### src/rtl/crlf_pkg.sv
package crlf_pkg;

  localparam int NUM_CHANNELS   = 2;
  localparam int CHAN_BITS      = 1;
  localparam int SAMPLE_BITS    = 16;
  localparam int FRAC_BITS      = 16;
  localparam int COEF_FRAC_BITS = 15;
  localparam int COEF_BITS      = 16;
  localparam int STATE_BITS     = 32;
  localparam int NUM_STAGES     = 5;
  localparam int CFG_ADDR_BITS  = 3;

  localparam logic [COEF_BITS-1:0] COEF_ONE = COEF_BITS'(1 << COEF_FRAC_BITS);

  typedef enum logic [CFG_ADDR_BITS-1:0] {
    CFG_ENHANCED_MODE        = 3'd0,
    CFG_SWITCHABLE_FILTER_ON = 3'd1,
    CFG_COEF_SWITCHABLE      = 3'd2,
    CFG_COEF_STATIC_FIRST    = 3'd3,
    CFG_COEF_STATIC_SECOND   = 3'd4
  } cfg_reg_t;

  // word moving along the stage chain
  typedef struct packed {
    logic                         valid;
    logic [CHAN_BITS-1:0]         chan;
    logic signed [STATE_BITS-1:0] val;
  } tok_t;

  function automatic logic [COEF_BITS-1:0] clamp_coef(input logic [COEF_BITS-1:0] c);
    return (c > COEF_ONE) ? COEF_ONE : c;
  endfunction

endpackage

### src/rtl/crlf_cell.sv
module crlf_cell
  import crlf_pkg::*;
(
  input  logic                 clk,
  input  logic                 rst,
  input  logic                 bypass,
  input  logic [COEF_BITS-1:0] coef,
  input  tok_t                 din,
  output tok_t                 dout
);

  localparam int PROD_BITS = STATE_BITS + COEF_BITS + 2;

  logic signed [STATE_BITS-1:0] y [NUM_CHANNELS];
  logic                         busy;
  logic [CHAN_BITS-1:0]         ch;
  logic signed [STATE_BITS:0]   d;

  logic signed [PROD_BITS-1:0]            prod;
  logic signed [STATE_BITS+2:0]           step;
  logic signed [STATE_BITS+3:0]           sum;
  logic signed [STATE_BITS-1:0]           y_next;

  localparam logic signed [STATE_BITS+3:0] SMAX = 36'sh0_7FFF_FFFF;
  localparam logic signed [STATE_BITS+3:0] SMIN = -36'sh0_8000_0000;

  always_comb begin
    prod = PROD_BITS'(d) * PROD_BITS'($signed({1'b0, coef}));
    step = prod[PROD_BITS-1:COEF_FRAC_BITS];
    sum  = {{4{y[ch][STATE_BITS-1]}}, y[ch]} + {step[STATE_BITS+2], step};
    if (sum > SMAX) begin
      y_next = SMAX[STATE_BITS-1:0];
    end else if (sum < SMIN) begin
      y_next = SMIN[STATE_BITS-1:0];
    end else begin
      y_next = sum[STATE_BITS-1:0];
    end
  end

  always_ff @(posedge clk) begin
    if (rst) begin
      busy       <= 1'b0;
      dout.valid <= 1'b0;
      for (int i = 0; i < NUM_CHANNELS; i++) begin
        y[i] <= '0;
      end
    end else begin
      dout.valid <= 1'b0;
      if (din.valid) begin
        if (bypass) begin
          dout.valid <= 1'b1;
          dout.chan  <= din.chan;
          dout.val   <= din.val;
        end else begin
          busy <= 1'b1;
          ch   <= din.chan;
          d    <= {din.val[STATE_BITS-1], din.val}
                - {y[din.chan][STATE_BITS-1], y[din.chan]};
        end
      end
      if (busy) begin
        busy       <= 1'b0;
        y[ch]      <= y_next;
        dout.valid <= 1'b1;
        dout.chan  <= ch;
        dout.val   <= y_next;
      end
    end
  end

endmodule

### config.mk
export PLATFORM = sky130hd
export DESIGN_NAME = crlf_cell
export DESIGN_NICKNAME = d
export VERILOG_FILES = /design/src/rtl/crlf_pkg.sv /design/src/rtl/crlf_cell.sv
export SDC_FILE = /design/constraint.sdc
export NUM_CORES = 2
export LEC_CHECK = 0
export ABC_CLOCK_PERIOD_IN_PS = 28600
export BUFFER_PORTS_ARGS = -buffer_cell sky130_fd_sc_hd__buf_4
export CAP_MARGIN = 40
export CORE_MARGIN = 2
export CORE_UTILIZATION = 45
export DETAILED_ROUTE_END_ITERATION = 16
export PLACE_DENSITY = 0.66
export SLEW_MARGIN = 40
export SYNTH_ARGS = -nofsm -noshare
export SYNTH_HDL_FRONTEND = slang
export SYNTH_SLANG_ARGS = --single-unit
### constraint.sdc
create_clock -name clk -period 28.6 [get_ports clk]
set_clock_uncertainty 0.05 [all_clocks]
set_input_delay 4.29 -clock clk [delete_from_list [all_inputs] [get_ports clk]]
set_output_delay 4.29 -clock clk [all_outputs]
set_load 0.1 [all_outputs]
==> After elaboration in Yosys (flattened, before gate mapping) <==
Memory sizes are Yosys's and may differ from the RTL's. A register that Yosys moved wholly into a read port is not among the register bits.
Cells that the tools add are included.
{ "word_totals": {"ff_bits": 69, "ramBits": 64, "input_bits": 53, "out_inout_bits": 34, "wordCells": 36, "mem_count": 1} }
{ "classes": {"n_addsub": 2, "multipliers": 1, "order_cmp": 2, "mux": 15, "n_bitwise": 3, "n_reduce_logical": 6} }
{ "mem_list": {"columns": ["name", "depth", "width", "read_ports", "rd_clocked_by_memory_dff", "write_ports", "line_no", "text"], "rows": [
  ["y", 2, 32, 2, 1, 2, "crlf_cell.sv:14", "logic signed [STATE_BITS-1:0] y [NUM_CHANNELS];"]
]} }
{ "op_table": {"columns": ["operator", "count"], "rows": [
  ["$mux W34", 3],
  ["$mux W32", 3],
  ["$mul A33 B17 Y50", 1],
  ["$add A32 B35 Y36", 1],
  ["$gt A36 B32 Y1 const B", 1],
  ["$lt A36 B32 Y1 const B", 1],
  ["$sub A32 B32 Y33", 1],
  ["$reduce_or A32 Y1", 1],
  ["$mux W1", 9],
  ["$reduce_and A3 Y1", 2],
  ["$reduce_bool A2 Y1", 2],
  ["$not A1 Y1", 3],
  ["$reduce_or A3 Y1", 1]
]} }

==> Depth between registers and ports, before layout <==
{ "depth": {"ltp_word": 6, "ltp_mapped": 38, "mapped_depth_nobuf": 34} }

==> Worst setup path before layout <==
OpenSTA, ideal clock, no wires.
{ "synth_path": {"path_kind": "input to register", "startpoint": "input port coef[2]", "endpoint": "register dout[22] (netlist bit), data pin", "setup_ns": 0.261, "arrival_time_ns": 12.867, "path_slack_ns": 15.422, "path_stages": 35, "path_buffers": 4, "path_cell_list": "clkbuf_1 -> nand2_1 -> fa_1 -> fa_1 -> fa_1 -> fa_1 -> inv_1 -> fa_1 -> inv_1 -> fa_1 -> inv_1 -> ha_1 -> nand4_1 -> or4_1 -> a311oi_1 -> nor3b_1 -> o211ai_1 -> a31oi_1 -> o21ai_0 -> a21oi_1 -> xnor2_1 -> ha_1 -> buf_2 -> a21o_1 -> a21o_1 -> a21o_1 -> a21o_1 -> a221o_1 -> a21oi_2 -> xnor2_1 -> o41a_1 -> buf_2 -> and2_4 -> buf_6 -> a221o_1"} }
{ "synth_between": {"elab_chain_cells": 6} }
{ "synth_lines": {"columns": ["element", "line_no", "text"], "rows": [
  ["from (decl)", "crlf_cell.sv:7", "input logic [COEF_BITS-1:0] coef,"],
  ["$mul A33 B17 Y50 *", "crlf_cell.sv:28", "prod = PROD_BITS'(d) * PROD_BITS'($signed({1'b0, coef}));"],
  ["$add A32 B35 Y36 *", "crlf_cell.sv:30", "sum = {{4{y[ch][STATE_BITS-1]}}, y[ch]} + {step[STATE_BITS+2], step};"],
  ["$lt A36 B32 Y1", "crlf_cell.sv:33", "end else if (sum < SMIN) begin"],
  ["$mux W32", "crlf_cell.sv:33", null],
  ["$mux W32 *", "crlf_cell.sv:31", "if (sum > SMAX) begin"],
  ["$mux W34 *", "crlf_cell.sv:61", "if (busy) begin"],
  ["to (decl)", "crlf_cell.sv:9", "output tok_t dout"]
]} }
Every way passes the cells marked *; elsewhere a longest branch is shown, timed or not.
A chain may end at the register's enable or synchronous reset.

==> Worst setup path after layout <==
{ "layout_path": {"startpoint": "input port coef[2]", "endpoint": "register dout[29] (netlist bit), data pin"} }
Same word-level chain as after synthesis.

==> results <==
- The run finished with clean final reports.
- The synthesized flop and latch total is 134.
- The deepest level of the CTS H-tree is 4.
- In the final routed layout, each cell accounts on average for about 20 um.
- Before antenna repair, the detailed router went through 5 iterations.
- The worst register-to-register path begins at d[8]$_DFFE_PP_.
- The overall fraction of global-route tracks in use is between 20% and 30%.
- The cell area after placement is 28210 um^2.
- The final setup violation count is 0.
- The final instance area is 28910 um^2.
- The cell with the biggest individual delay on the critical path is nand2_1.
- After detailed routing, the number of remaining DRC violations is 0.
- The number of violations of the max-capacitance limit is 0.
- The number of slew-limit violations in the final report was 0.
- Setup repair after global routing left no endpoint under its margin.
- The minimum setup slack among reg-to-reg paths is ~18 ns.
- 0 antenna diodes ended up in the layout.
- Clock tree synthesis found a total of 134 sinks.
- The number of antenna violations at the first check in global routing is 0.
- STA puts the critical path data required time at 28.68 ns.
- For this run, the post-layout net count is 3642.
- TritonCTS created 17 clock buffers.
- The first global-routing pass estimated 121.0 mm of wire.
- The worst register-to-register path ends at dout[29]$_DFFE_PP_.
- Dividing the detail-routed via count by the number of cells gives 5.461.
- The total of cells resized after clock tree synthesis is 0.
- The detailed router finished its first iteration with 1438 violations.
- The most repeated library cell on the critical path is fa_1.
- The initial cell density of the core is a little under half.
- The startpoint identified for the worst hold timing path is ch$_DFFE_PP_.
- Along the worst hold path, the cell count comes to 1.
- The cell count after synthesis is 2896.
- The floorplan step set the die width to 248.5 um.
- Measured against its own limit, the worst slew margin works out to around 40%.
- After layout, the minimum clock period comes to 14.28 ns.
- The total overflow left after global routing is 0.
- Detailed placement finished with a half-perimeter wire length of around 58 mm.
- The data arrival at the endpoint of the critical path is between 10 and 15 ns.
- The worst path buffer plus inverter count is 4.
- The type of element capturing the critical path is a flop.
- The via count of the first global-routing pass is 21980.
- The worst min-delay path category is flop to flop.
- At the later pin of the worst-skew pair, clock insertion delay measures 0.44 ns.
- Of the synthesized area, sequential elements account for between 10% and 20%.
- Yosys printed 0 warnings.
- 87 I/O pins were placed.
- The category of the most critical setup path is input port to flop.
- The largest net degree at the start of global routing is 37.
- The post-synthesis cell area is between 20000 and 30000 um^2.
- In this design, the largest share of critical-path delay is due to compound AO/OA/AOI/OAI gates.
- The floorplan has 89 rows.
- The final-report hold violation count was 0.
- The clock passes through at most 2 buffers.
- For this block, the routed nets add up to 73.87 mm of wire.
- The achievable clock frequency is 70.03 MHz.
- The count of nets left with antenna violations once routing finished came out at 0.
- The final period utilization is 49.93%.
- The TritonCTS clock tree is done.
- After synthesis, the mean cell area works out to approximately 9.3 um^2.
- Clock-pin slew was measured on the worst setup and hold paths at 0.06 ns.
- The maximum cell stage delay along the critical path is 0.68 ns.
- The core region is 59020 um^2.
- The number of hold buffers added after CTS was 0.
- Counting distinct cell types in the post-synthesis netlist gives 68.
- Along the worst path, the maximum fanout reaches 33.
- The signed area change from the synthesized netlist to the final layout is 7.474%.
- The final-layout fill cell count is approximately 5500.
- The die covers about 60000 um^2.
- At the end of routability-driven placement, the weighted congestion stood at around 0.95.
- The post-synthesis net count is 3639.
- The routed layout has 20130 vias.
- The share of flip-flops with an asynchronous set or reset after synthesis is 0%.
- The post-route netlist has 6.319% of its cells at a drive strength greater than 1.
- The final hold slack is a little over 0.5 ns.
- The total negative slack for setup checks is 0 ns.
- The number of buffers added on ports is between 80 and 90.
- The depth of the worst register-to-register path is 31.
- The most frequently used flop master after synthesis is edfxtp_1.
- In this run the clock root is driven by a clkbuf_16.
- The number of synthesized flops with an enable pin is 131.
- The die height is 248.5 um.
- At the pin with the least slew margin, the transition time is 0.9072 ns.
- The startpoint kind of the worst setup timing path is an input port.
- The post-CTS setup-driven buffer insertion count is 0.
## worst max path at each step
stage,start,slack (ns),endpoint,depth (start not counted)
global placement,coef[2],13.58,dout[30]$_DFFE_PP_,31
global route,coef[2],13.72,dout[30]$_DFFE_PP_,32
CTS,coef[2],14.35,dout[29]$_DFFE_PP_,32
finish,coef[2],14.32,dout[29]$_DFFE_PP_,32
floorplan,coef[2],15.42,dout[22]$_DFFE_PP_,35
detailed placement,coef[2],13.91,dout[16]$_DFFE_PP_,32
## layout by cell type, fill, tap and decap left out, types with 41 or more instances in the layout
cell,n
edfxtp_1,131
nor2_1,103
xnor2_1,58
nand2_1,396
a21o_1,41
and2_1,223
a21oi_1,82
buf_4,101
ha_1,187
o21ai_0,90
inv_1,596
fa_1,503
## worst register-to-register path: cells and delay by family (launching register included)
kind | cells | cell delay (ns)
xor gates and xnor gates | 2 | 0.30
adders and majority gates | 8 | 3.65
buffers and inverters | 3 | 0.15
and+or+nand+nor | 5 | 1.84
DFF | 1 | 0.92
AOI/OAI and AO/OA | 13 | 3.76
## routing by layer
layer / vias to the layer above / global-route usage, % / part of all wire [%]
met5: - / 0 / 0
met3: 112 / 4.072 / 7.7
met2: 816 / 40.69 / 48
li1: 9034 / - / -
met1: 10160 / 34.00 / 42
met4: 0 / 7.442 / 2.6
## sequential cells by signal, summed over array words and instances (netlist names), named ones only
| register | flops |
|---|---|
| y | 64 |
| dout | 34 |
| d | 33 |
| busy | 1 |
| ch | 1 |
## metrics by stage
| stage | util (%) | cells | setup WS (ns) |
|---|---|---|---|
| 2_1_floorplan | - | 2896 | 15.42 |
| 3_3_place_gp | 47.74 | 3648 | 13.58 |
| 3_5_place_dp | 47.81 | 3650 | 13.91 |
| 4_1_cts | 48.93 | 3682 | 14.35 |
| 5_1_grt | 48.99 | 3685 | 13.72 |
| 6_report | 48.99 | 3685 | 14.32 |
## cell families after synthesis
logic type	synth area share (%)
compound gates	8.339
fa+ha+maj	46.13
mux	2.721
xor+xnor	2.670
flops	14.85
simple gates	15.23
buf+inv	10.07
## area by class of cell
type                    count  area, um^2  area share (%)
clock buffers              20       436.7           1.510
multi-input cells        2044       20230           69.96
flip-flops and latches    134        3994           13.81
inverters                 596        2237           7.738
repair buffers            106       825.8           2.856
clock inverters            12       224.0          0.7746
well taps                 773       967.2           3.345
## Yosys cell counts, types with 26 or more instances
cell      number  area [um^2]
edfxtp_1     131         3934
nand3_1       26        130.1
xnor2_1       58        508.0
nor2_1       104        390.4
and2_1       223         1395
o21ai_0       90        450.4
mux2i_1       36        360.4
inv_1        596         2237
o211ai_1      29        217.7
mux2_2        33        371.6
nand2_1      397         1490
a21oi_1       83        415.4
clkbuf_1     114        427.9
ha_1         187         2340
fa_1         503        10070
nor3_1        28        140.1
a21o_1        41        307.8
Power is left out: the tool's default activity adds up to more than one toggle a clock period on the data nets, which glitch-free logic cannot reach.
